$ cat src/rtl/depth_bucket_binner_macros.svh
// Assertion macros for the depth bucket binner.
`ifndef DEPTH_BUCKET_BINNER_MACROS_SVH
`define DEPTH_BUCKET_BINNER_MACROS_SVH

`ifndef ASSERT_OFF
`define DBB_ASSERT_SAME(label, clk, rst_n, ante, cons) \
    label: assert property (@(posedge clk) disable iff (!rst_n) (ante) |-> (cons)) \
        else $error("depth_bucket_binner: check failed");
`define DBB_ASSERT_NEXT(label, clk, rst_n, ante, cons) \
    label: assert property (@(posedge clk) disable iff (!rst_n) (ante) |=> (cons)) \
        else $error("depth_bucket_binner: check failed");
`else
`define DBB_ASSERT_SAME(label, clk, rst_n, ante, cons)
`define DBB_ASSERT_NEXT(label, clk, rst_n, ante, cons)
`endif

`endif

$ cat src/rtl/dbb_pkg.sv
// Types and constants for the depth bucket binner.
package dbb_pkg;

    localparam int CFG_IDX_W  = 2;
    localparam int CFG_DATA_W = 24;
    localparam int OFS_W      = 24;
    localparam int DEPTH_W    = 23;
    localparam int IDX_W      = 11;
    localparam int OUT_IDX_W  = 10;
    localparam int IOFS_W     = 11;
    localparam int DIV_STEPS  = 13;

    localparam logic [CFG_IDX_W-1:0] REG_DEPTH_OFFSET = 2'd0;
    localparam logic [CFG_IDX_W-1:0] REG_MIN_DEPTH    = 2'd1;
    localparam logic [CFG_IDX_W-1:0] REG_MAX_DEPTH    = 2'd2;
    localparam logic [CFG_IDX_W-1:0] REG_BUCKETS      = 2'd3;

    typedef enum logic [3:0] {
        S_IDLE,
        S_SQ,
        S_ROOT,
        S_DEPTH,
        S_DEN,
        S_MUL,
        S_DLOAD,
        S_DIV,
        S_FIN
    } state_t;

endpackage

$ cat src/rtl/depth_bucket_binner.sv
// Depth bucket binner: length, depth, bucket division and frame span tracking.
//
// channel  direction  handshake            payload
// s_       in         s_valid / s_ready    mode, pos_x, pos_y, pos_z, index_offset
// m_       out        m_valid / m_ready    bucket_index, lowest/highest_touched, range_valid
// cfg_     in         cfg_valid / cfg_ready  cfg_index, cfg_data
//
// A bin beat (AW = max(COORD_WIDTH, 23)) runs three squares on the shared multiplier,
// AW+1 root steps and 13 divide steps on the shared subtractor. A negative depth
// skips the multiply and divide, and an end-frame beat goes straight to S_FIN.
// s_ready is high only while the sequencer is idle; a result held by m_ready stalls it.
// Reset is synchronous on aresetn low; cfg_ready is always high.
`include "depth_bucket_binner_macros.svh"

module depth_bucket_binner #(
    parameter int NUM_BUCKETS = 1024,
    parameter int COORD_WIDTH = 24
) (
    input  logic                                aclk,
    input  logic                                aresetn,
    input  logic                                cfg_valid,
    output logic                                cfg_ready,
    input  logic [dbb_pkg::CFG_IDX_W-1:0]       cfg_index,
    input  logic [dbb_pkg::CFG_DATA_W-1:0]      cfg_data,
    input  logic                                s_valid,
    output logic                                s_ready,
    input  logic                                s_mode,
    input  logic signed [COORD_WIDTH-1:0]       s_pos_x,
    input  logic signed [COORD_WIDTH-1:0]       s_pos_y,
    input  logic signed [COORD_WIDTH-1:0]       s_pos_z,
    input  logic signed [dbb_pkg::IOFS_W-1:0]   s_index_offset,
    output logic                                m_valid,
    input  logic                                m_ready,
    output logic [dbb_pkg::OUT_IDX_W-1:0]       m_bucket_index,
    output logic [dbb_pkg::OUT_IDX_W-1:0]       m_lowest_touched,
    output logic [dbb_pkg::OUT_IDX_W-1:0]       m_highest_touched,
    output logic                                m_range_valid
);
    import dbb_pkg::*;

    localparam int AW     = (COORD_WIDTH > DEPTH_W) ? COORD_WIDTH : DEPTH_W;
    localparam int MW     = AW + 2;
    localparam int SW     = 2 * MW;
    localparam int SQW    = 2 * AW + 2;
    localparam int DW     = AW + 3;
    localparam int CNT_W  = $clog2(AW + 2);
    localparam int NB_MAX = (1 << IDX_W) - 1;
    localparam int NB_CAP = (NUM_BUCKETS > NB_MAX) ? NB_MAX : NUM_BUCKETS;
    localparam int RST_N  = (NB_CAP < 1024) ? NB_CAP : 1024;
    localparam int OUT_SPAN = 1 << OUT_IDX_W;

    localparam logic [IDX_W-1:0] NB_CAP_W  = IDX_W'(NB_CAP);
    localparam logic [IDX_W-1:0] LO_RST    = IDX_W'((RST_N - 1) % OUT_SPAN);
    localparam logic [CNT_W-1:0] SQ_LAST   = CNT_W'(3);
    localparam logic [CNT_W-1:0] ROOT_LAST = CNT_W'(AW);
    localparam logic [CNT_W-1:0] DIV_LAST  = CNT_W'(DIV_STEPS - 1);

    state_t state_reg, state_next;
    logic [CNT_W-1:0] cnt_reg, cnt_next;

    logic signed [OFS_W-1:0] ofs_reg;
    logic [DEPTH_W-1:0]      mind_reg;
    logic [DEPTH_W-1:0]      maxd_reg;
    logic [IDX_W-1:0]        biu_reg;

    logic                     mode_reg;
    logic [AW-1:0]            ax_reg, ay_reg, az_reg;
    logic signed [IOFS_W-1:0] ioff_reg;
    logic [SW-1:0]            prod_reg;
    logic [SQW-1:0]           acc_reg;
    logic [SW-1:0]            rem_reg;
    logic [AW:0]              root_reg;
    logic [SW-1:0]            dvs_reg;
    logic [DIV_STEPS-1:0]     quo_reg;
    logic signed [DW-1:0]     depth_reg;
    logic signed [DW:0]       den_reg;
    logic                     neg_reg;

    logic [IDX_W-1:0] lo_reg, hi_reg;
    logic             m_valid_reg;
    logic [OUT_IDX_W-1:0] bucket_out_reg, lo_out_reg, hi_out_reg;
    logic             range_out_reg;

    logic [IDX_W-1:0] n_eff, n_m1, clr_lo;
    logic signed [AW+1:0] xe, ye, ze, abs_x, abs_y, neg_z, md_e, clamp_z;
    logic [MW-1:0] mul_a, mul_b;
    logic [SW-1:0] mul_p;
    logic [SW-1:0] sub_a, sub_b;
    logic [SW:0]   sub_d;
    logic          sub_ge;
    logic signed [DW-1:0] depth_next;
    logic signed [DW:0]   den_next;
    logic signed [IDX_W+3:0] idx_sum;
    logic [IDX_W-1:0] bucket, new_lo, new_hi, rep_lo, rep_hi;
    logic          fin_go, den_le0;

    assign cfg_ready = 1'b1;
    assign s_ready   = (state_reg == S_IDLE);

    always_ff @(posedge aclk) begin
        if (!aresetn) begin
            ofs_reg  <= '0;
            mind_reg <= DEPTH_W'(256);
            maxd_reg <= {DEPTH_W{1'b1}};
            biu_reg  <= IDX_W'(1024);
        end else if (cfg_valid) begin
            case (cfg_index)
                REG_DEPTH_OFFSET: ofs_reg  <= cfg_data[OFS_W-1:0];
                REG_MIN_DEPTH:    mind_reg <= cfg_data[DEPTH_W-1:0];
                REG_MAX_DEPTH:    maxd_reg <= cfg_data[DEPTH_W-1:0];
                REG_BUCKETS:      biu_reg  <= cfg_data[IDX_W-1:0];
                default: ;
            endcase
        end
    end

    always_comb begin
        if (biu_reg == '0) begin
            n_eff = IDX_W'(1);
        end else if (biu_reg > NB_CAP_W) begin
            n_eff = NB_CAP_W;
        end else begin
            n_eff = biu_reg;
        end
    end
    assign n_m1   = n_eff - 1'b1;
    assign clr_lo = {{(IDX_W-OUT_IDX_W){1'b0}}, n_m1[OUT_IDX_W-1:0]};

    assign xe      = {{(AW+2-COORD_WIDTH){s_pos_x[COORD_WIDTH-1]}}, s_pos_x};
    assign ye      = {{(AW+2-COORD_WIDTH){s_pos_y[COORD_WIDTH-1]}}, s_pos_y};
    assign ze      = {{(AW+2-COORD_WIDTH){s_pos_z[COORD_WIDTH-1]}}, s_pos_z};
    assign abs_x   = xe[AW+1] ? -xe : xe;
    assign abs_y   = ye[AW+1] ? -ye : ye;
    assign neg_z   = -ze;
    assign md_e    = {{(AW+2-DEPTH_W){1'b0}}, mind_reg};
    assign clamp_z = (neg_z < md_e) ? md_e : neg_z;

    always_comb begin
        mul_a = '0;
        mul_b = '0;
        case (state_reg)
            S_SQ: begin
                if (cnt_reg == CNT_W'(0)) begin
                    mul_a = {2'b00, ax_reg};
                end else if (cnt_reg == CNT_W'(1)) begin
                    mul_a = {2'b00, ay_reg};
                end else begin
                    mul_a = {2'b00, az_reg};
                end
                mul_b = mul_a;
            end
            S_MUL: begin
                mul_a = depth_reg[MW-1:0];
                mul_b = {{(MW-IDX_W){1'b0}}, n_eff};
            end
            default: ;
        endcase
    end
    assign mul_p = mul_a * mul_b;

    always_comb begin
        sub_a = '0;
        sub_b = '0;
        case (state_reg)
            S_ROOT: begin
                sub_a = {rem_reg[SW-3:0], acc_reg[SQW-1 -: 2]};
                sub_b = {{(SW-AW-3){1'b0}}, root_reg, 2'b01};
            end
            S_DIV: begin
                sub_a = rem_reg;
                sub_b = dvs_reg;
            end
            default: ;
        endcase
    end
    assign sub_d  = {1'b0, sub_a} - {1'b0, sub_b};
    assign sub_ge = !sub_d[SW];

    assign depth_next = $signed({2'b00, root_reg})
                      + $signed({{(DW-OFS_W){ofs_reg[OFS_W-1]}}, ofs_reg})
                      - $signed({{(DW-DEPTH_W){1'b0}}, mind_reg});
    assign den_next   = $signed({depth_reg[DW-1], depth_reg})
                      + $signed({{(DW+1-DEPTH_W){1'b0}}, maxd_reg})
                      - $signed({{(DW+1-DEPTH_W){1'b0}}, mind_reg});
    assign den_le0    = den_reg[DW] || (den_reg == '0);

    assign idx_sum = $signed({2'b00, quo_reg})
                   + $signed({{(IDX_W+4-IOFS_W){ioff_reg[IOFS_W-1]}}, ioff_reg});

    always_comb begin
        if (neg_reg || mode_reg) begin
            bucket = '0;
        end else if (idx_sum[IDX_W+3]) begin
            bucket = '0;
        end else if (idx_sum >= $signed({4'b0000, n_eff})) begin
            bucket = n_m1;
        end else begin
            bucket = idx_sum[IDX_W-1:0];
        end
    end
    assign new_lo = (bucket < lo_reg) ? bucket : lo_reg;
    assign new_hi = (bucket > hi_reg) ? bucket : hi_reg;
    assign rep_lo = mode_reg ? lo_reg : new_lo;
    assign rep_hi = mode_reg ? hi_reg : new_hi;
    assign fin_go = (state_reg == S_FIN) && (!m_valid_reg || m_ready);

    always_comb begin
        state_next = state_reg;
        case (state_reg)
            S_IDLE: begin
                if (s_valid) begin
                    state_next = s_mode ? S_FIN : S_SQ;
                end
            end
            S_SQ: begin
                if (cnt_reg == SQ_LAST) begin
                    state_next = S_ROOT;
                end
            end
            S_ROOT: begin
                if (cnt_reg == ROOT_LAST) begin
                    state_next = S_DEPTH;
                end
            end
            S_DEPTH: state_next = S_DEN;
            S_DEN:   state_next = depth_reg[DW-1] ? S_FIN : S_MUL;
            S_MUL:   state_next = den_le0 ? S_FIN : S_DLOAD;
            S_DLOAD: state_next = S_DIV;
            S_DIV: begin
                if (cnt_reg == DIV_LAST) begin
                    state_next = S_FIN;
                end
            end
            S_FIN: begin
                if (fin_go) begin
                    state_next = S_IDLE;
                end
            end
            default: state_next = S_IDLE;
        endcase
    end

    assign cnt_next = (state_next != state_reg) ? '0 : cnt_reg + 1'b1;

    always_ff @(posedge aclk) begin
        if (!aresetn) begin
            state_reg   <= S_IDLE;
            cnt_reg     <= '0;
            m_valid_reg <= 1'b0;
            lo_reg      <= LO_RST;
            hi_reg      <= '0;
        end else begin
            state_reg <= state_next;
            cnt_reg   <= cnt_next;
            if (fin_go) begin
                m_valid_reg <= 1'b1;
                if (mode_reg) begin
                    lo_reg <= clr_lo;
                    hi_reg <= '0;
                end else begin
                    lo_reg <= new_lo;
                    hi_reg <= new_hi;
                end
            end else if (m_ready) begin
                m_valid_reg <= 1'b0;
            end
        end
    end

    always_ff @(posedge aclk) begin
        case (state_reg)
            S_IDLE: begin
                mode_reg <= s_mode;
                ax_reg   <= abs_x[AW-1:0];
                ay_reg   <= abs_y[AW-1:0];
                az_reg   <= clamp_z[AW-1:0];
                ioff_reg <= s_index_offset;
                neg_reg  <= 1'b0;
            end
            S_SQ: begin
                prod_reg <= mul_p;
                acc_reg  <= (cnt_reg == CNT_W'(0)) ? '0 : acc_reg + prod_reg[SQW-1:0];
                rem_reg  <= '0;
                root_reg <= '0;
            end
            S_ROOT: begin
                acc_reg <= acc_reg << 2;
                if (sub_ge) begin
                    rem_reg  <= sub_d[SW-1:0];
                    root_reg <= {root_reg[AW-1:0], 1'b1};
                end else begin
                    rem_reg  <= sub_a;
                    root_reg <= {root_reg[AW-1:0], 1'b0};
                end
            end
            S_DEPTH: depth_reg <= depth_next;
            S_DEN: begin
                den_reg <= den_next;
                neg_reg <= depth_reg[DW-1];
            end
            S_MUL: begin
                prod_reg <= mul_p;
                dvs_reg  <= SW'(den_reg[DW-1:0]) << (DIV_STEPS - 1);
                quo_reg  <= '0;
            end
            S_DLOAD: rem_reg <= prod_reg;
            S_DIV: begin
                dvs_reg <= dvs_reg >> 1;
                quo_reg <= {quo_reg[DIV_STEPS-2:0], sub_ge};
                if (sub_ge) begin
                    rem_reg <= sub_d[SW-1:0];
                end
            end
            S_FIN: begin
                if (fin_go) begin
                    bucket_out_reg <= bucket[OUT_IDX_W-1:0];
                    lo_out_reg     <= rep_lo[OUT_IDX_W-1:0];
                    hi_out_reg     <= rep_hi[OUT_IDX_W-1:0];
                    range_out_reg  <= (rep_hi >= rep_lo);
                end
            end
            default: ;
        endcase
    end

    assign m_valid           = m_valid_reg;
    assign m_bucket_index    = bucket_out_reg;
    assign m_lowest_touched  = lo_out_reg;
    assign m_highest_touched = hi_out_reg;
    assign m_range_valid     = range_out_reg;

    `DBB_ASSERT_NEXT(a_accept_starts, aclk, aresetn, s_valid && s_ready, state_reg != S_IDLE)
    `DBB_ASSERT_SAME(a_div_bound, aclk, aresetn, state_reg == S_DIV, cnt_reg <= DIV_LAST)
    `DBB_ASSERT_NEXT(a_fin_loads, aclk, aresetn, fin_go, m_valid_reg && (state_reg == S_IDLE))

endmodule
$ cat config.mk
export PLATFORM = sky130hd
export DESIGN_NAME = depth_bucket_binner
export DESIGN_NICKNAME = d
export VERILOG_FILES = /design/src/rtl/dbb_pkg.sv /design/src/rtl/depth_bucket_binner.sv
export VERILOG_INCLUDE_DIRS = /design/src /design/src/rtl
export SDC_FILE = /design/constraint.sdc
export NUM_CORES = 2
export LEC_CHECK = 0
export ABC_AREA = 1
export ABC_CLOCK_PERIOD_IN_PS = 23200
export BUFFER_PORTS_ARGS = -buffer_cell sky130_fd_sc_hd__buf_4
export CAP_MARGIN = 5
export CORE_MARGIN = 5
export CORE_UTILIZATION = 45
export CTS_CLUSTER_DIAMETER = 100
export DETAILED_ROUTE_END_ITERATION = 7
export PLACE_DENSITY = 0.66
export SLEW_MARGIN = 40
export SYNTH_ARGS = -nofsm -noshare
export SYNTH_HDL_FRONTEND = slang
export SYNTH_SLANG_ARGS = --single-unit
$ cat constraint.sdc
create_clock -name aclk -period 23.2 [get_ports aclk]
set_clock_uncertainty 0.2 [all_clocks]
set_input_delay 6.96 -clock aclk [delete_from_list [all_inputs] [get_ports aclk]]
set_output_delay 6.96 -clock aclk [all_outputs]
set_load 0.005 [all_outputs]
==> flow_metrics.env <==
export IMPL_post_cts_buffers=0
export IMPL_synth_area_um2=55000
export IMPL_dpl_hpwl_mm=141
export IMPL_postCtsResizedCells=0
export IMPL_overflow=0
export IMPL_cts_tree="yes"
export IMPL_vdd_ir_drop_worst_uv=67.1
export IMPL_core_area_um2=122000
export IMPL_start_kind="flip-flop"
export IMPL_drv_slew=0
export IMPL_cts_buffer_depth=3
export IMPL_cpPeakStageDelay_ns=0.73
export IMPL_grt_pass1_wl_mm=269
export IMPL_finish_instance_area_um2=60100
export IMPL_first_pass_iters=6
export IMPL_synth_area_leaders="edfxtp_1 22%, fa_1 21%, inv_1 11%"
export IMPL_dieArea_um2=129000
export IMPL_cap_violations=0
export IMPL_grt_antenna_before_repair=1
export IMPL_cts_max_level=2
export IMPL_crit_slowest_cell="a21oi_1"
export IMPL_hold_path_class="flip-flop to flip-flop"
export IMPL_setup_tns_final_ns=0
export IMPL_crit_path_end_kind="flip-flop"
export IMPL_hold_violations=0
export IMPL_grt_usage_pct=26.8
export IMPL_startpoint="cnt_reg[0]$_SDFF_PP0_"
export IMPL_yosysSeqAreaShare_pct=26.1
export IMPL_yosysMostFrequentCell="inv_1"
export IMPL_placed_cell_area_um2=58000
export IMPL_p_int_mw=2.22
export IMPL_synth_top_flop_cell="edfxtp_1"
export IMPL_rows=128
export IMPL_syn_area_per_cell_um2=8.16
export IMPL_clkLatencyLatePin_ns=0.69
export IMPL_grt_pass1_vias=45382
export IMPL_gp_congestion=1.01
export IMPL_crit_type="flip-flop to flip-flop"
export IMPL_worst_hold_slack_ns=0.265
export IMPL_placement_io_buffers=147
export IMPL_ys_seq_elements=515
export IMPL_reg2reg_from="cnt_reg[0]$_SDFF_PP0_"
export IMPL_fillers=11688
export IMPL_wl_mm=175
export IMPL_synthArstFlopShare_pct=0
export IMPL_ant_nets=0
export IMPL_drive_gt1_share_pct=7.02
export IMPL_cts_root_buf="clkbuf_16"
export IMPL_die_h_um=359
export IMPL_drt_iter0_drc=4203
export IMPL_total_leakage_power_nw=29.8
export IMPL_relSlewSlack_pct=41.3
export IMPL_cp_required_ns=23.42
export IMPL_timing_critical_path_buf_inv=12
export IMPL_synth_top_area_share_pct=22.0
export IMPL_fin_crit_sh_pct=46.9
export IMPL_worstMarginPinSlew_ns=0.880
export IMPL_pwr_share_clk_pct=26.9
export IMPL_crit_family="adder cells"
export IMPL_switchingPower_mw=1.55
export IMPL_die_x_um=359
export IMPL_synth_cells=6735
export IMPL_synth_edff_count=402
export IMPL_finalSetupViolCount=0
export IMPL_vias=45459
export IMPL_initial_utilization_pct=45.2
export IMPL_min_period_ns=10.88
export IMPL_powerDensity_nw_per_um2=62.7
export IMPL_syn2layout_area_growth_pct=9.40
export IMPL_path_clk_slew_ns=0.06
export IMPL_ys_warnings_count=0
export IMPL_outcome="complete, no violations"
export IMPL_rsz0062_at_grt="no"
export IMPL_critPathMaxFanout=44
export IMPL_grt_start_max_net_pins=76
export IMPL_yosysUniqueCellTypes=70
export IMPL_worstPathArrival_ns=11.10
export IMPL_hold_start="lo_reg[9]$_SDFFE_PN1P_"
export IMPL_via_per_inst=5.33
export IMPL_cts_inserted_buffers=61
export IMPL_cpMostUsedCell="inv_1"
export IMPL_detail_route_wl_per_cell_um=20.5
export IMPL_boundaryPins=149
export IMPL_sw_frac_of_total_pct=41.0
export IMPL_yosysTopAreaCell="edfxtp_1"
export IMPL_synth_common_cells="1573 x inv_1, 1258 x nand2_1, 578 x fa_1"
export IMPL_seqPwrFrac_pct=31.8
export IMPL_pwr_share_comb_pct=41.4
export IMPL_fmax_ghz=0.0919
export IMPL_cts_sinks=515
export IMPL_cts_hold_fix_buffers=0
export IMPL_drc_errors=0
export IMPL_nets=7956
-- per-layer routing --
metal | up-vias | share of wire [%] | GRT usage, %
li1 | 21314 | - | -
met1 | 22030 | 43 | 37.1
met5 | - | 0.010 | 0
met2 | 1789 | 45 | 42.8
met3 | 324 | 7.4 | 3.83
met4 | 2 | 4.5 | 10.1
-- worst register-to-register path, delay by kind of cell, from the launching register on --
kind	cells	cell delay [ns]
adder cells (fa/ha/maj)	9	4.10
AO/OA/AOI/OAI	6	1.90
XOR/XNOR	1	0.15
flip-flops	1	0.35
buffers and inverters	12	2.00
AND/OR/NAND/NOR	7	1.93
-- power by group through the flow --
stage	Sequential (mW)	Clock [mW]	Combinational [mW]
finish	1.20	1.01	1.56
global route	1.20	1.07	1.74
CTS	1.20	1.03	1.54
detailed placement	1.21	0	1.53
global placement	1.21	0	1.51
floorplan	1.17	0	1.05
-- cells by family after synthesis --
kind of cell / synth area share (%)
adder cells (fa/ha/maj): 30.5
AO/OA/AOI/OAI: 11.2
buffers and inverters: 12.5
AND/OR/NAND/NOR: 16.0
flip-flops: 26.1
XOR/XNOR: 3.66
other: 0.0137
-- metrics by stage --
| stage | instances | setup slack (ns) | total power, mW | util, % |
|---|---|---|---|---|
| floorplan | 6761 | 11.94 | 2.22 | - |
| global placement | 8406 | 12.17 | 2.72 | 47.6 |
| detailed placement | 8410 | 12.15 | 2.74 | 47.7 |
| CTS | 8523 | 12.48 | 3.77 | 49.5 |
| global route | 8523 | 11.81 | 4.01 | 49.5 |
| finish | 8524 | 12.32 | 3.77 | 49.5 |
-- path summary, 6_finish.rpt --
check                                end  slack [ns]  cells past startpoint
setup / recovery  prod_reg[43]$_DFFE_PN_       12.32                     35
hold / removal    lo_reg[9]$_SDFFE_PN1P_        0.27                      2
setup reg to reg  prod_reg[43]$_DFFE_PN_       12.32                     35
hold reg to reg   lo_reg[9]$_SDFFE_PN1P_        0.27                      2
-- cells in the final DEF, fill, tap and decap left out, types with 20 or more instances in the layout --
cell type	netlist	routed
o21ai_2	29	30
buf_4	7	204
clkbuf_16	0	62
ha_1	415	415
nor3_1	48	46
o21ai_1	34	28
o21ai_0	304	303
inv_1	1573	1567
dfxtp_1	113	113
nand2_1	1258	1257
o221ai_1	25	25
o22ai_1	35	35
nand3_1	150	150
a31oi_1	55	55
conb_1	2	28
nand2_2	38	38
o211ai_1	71	71
inv_2	27	33
edfxtp_1	402	402
o21a_1	32	32
fa_1	578	578
xor2_1	142	142
nor2_1	542	534
xnor2_1	86	86
nand4_1	23	23
a21oi_1	397	397
clkinv_1	12	20
-- cell type report --
class                      count  area (um2)  share of cell area [%]
multi-input combinational   4449       34000                    56.5
clock inverter                46         552                   0.918
inverter                    1613        6060                    10.1
sequential                   515       14300                    23.8
clock buffer                  67        1570                    2.61
antenna                        1        2.50                 0.00416
tap                         1625        2030                    3.38
timing repair buffer         208        1590                    2.65
Power figures use the tool's default switching activity.
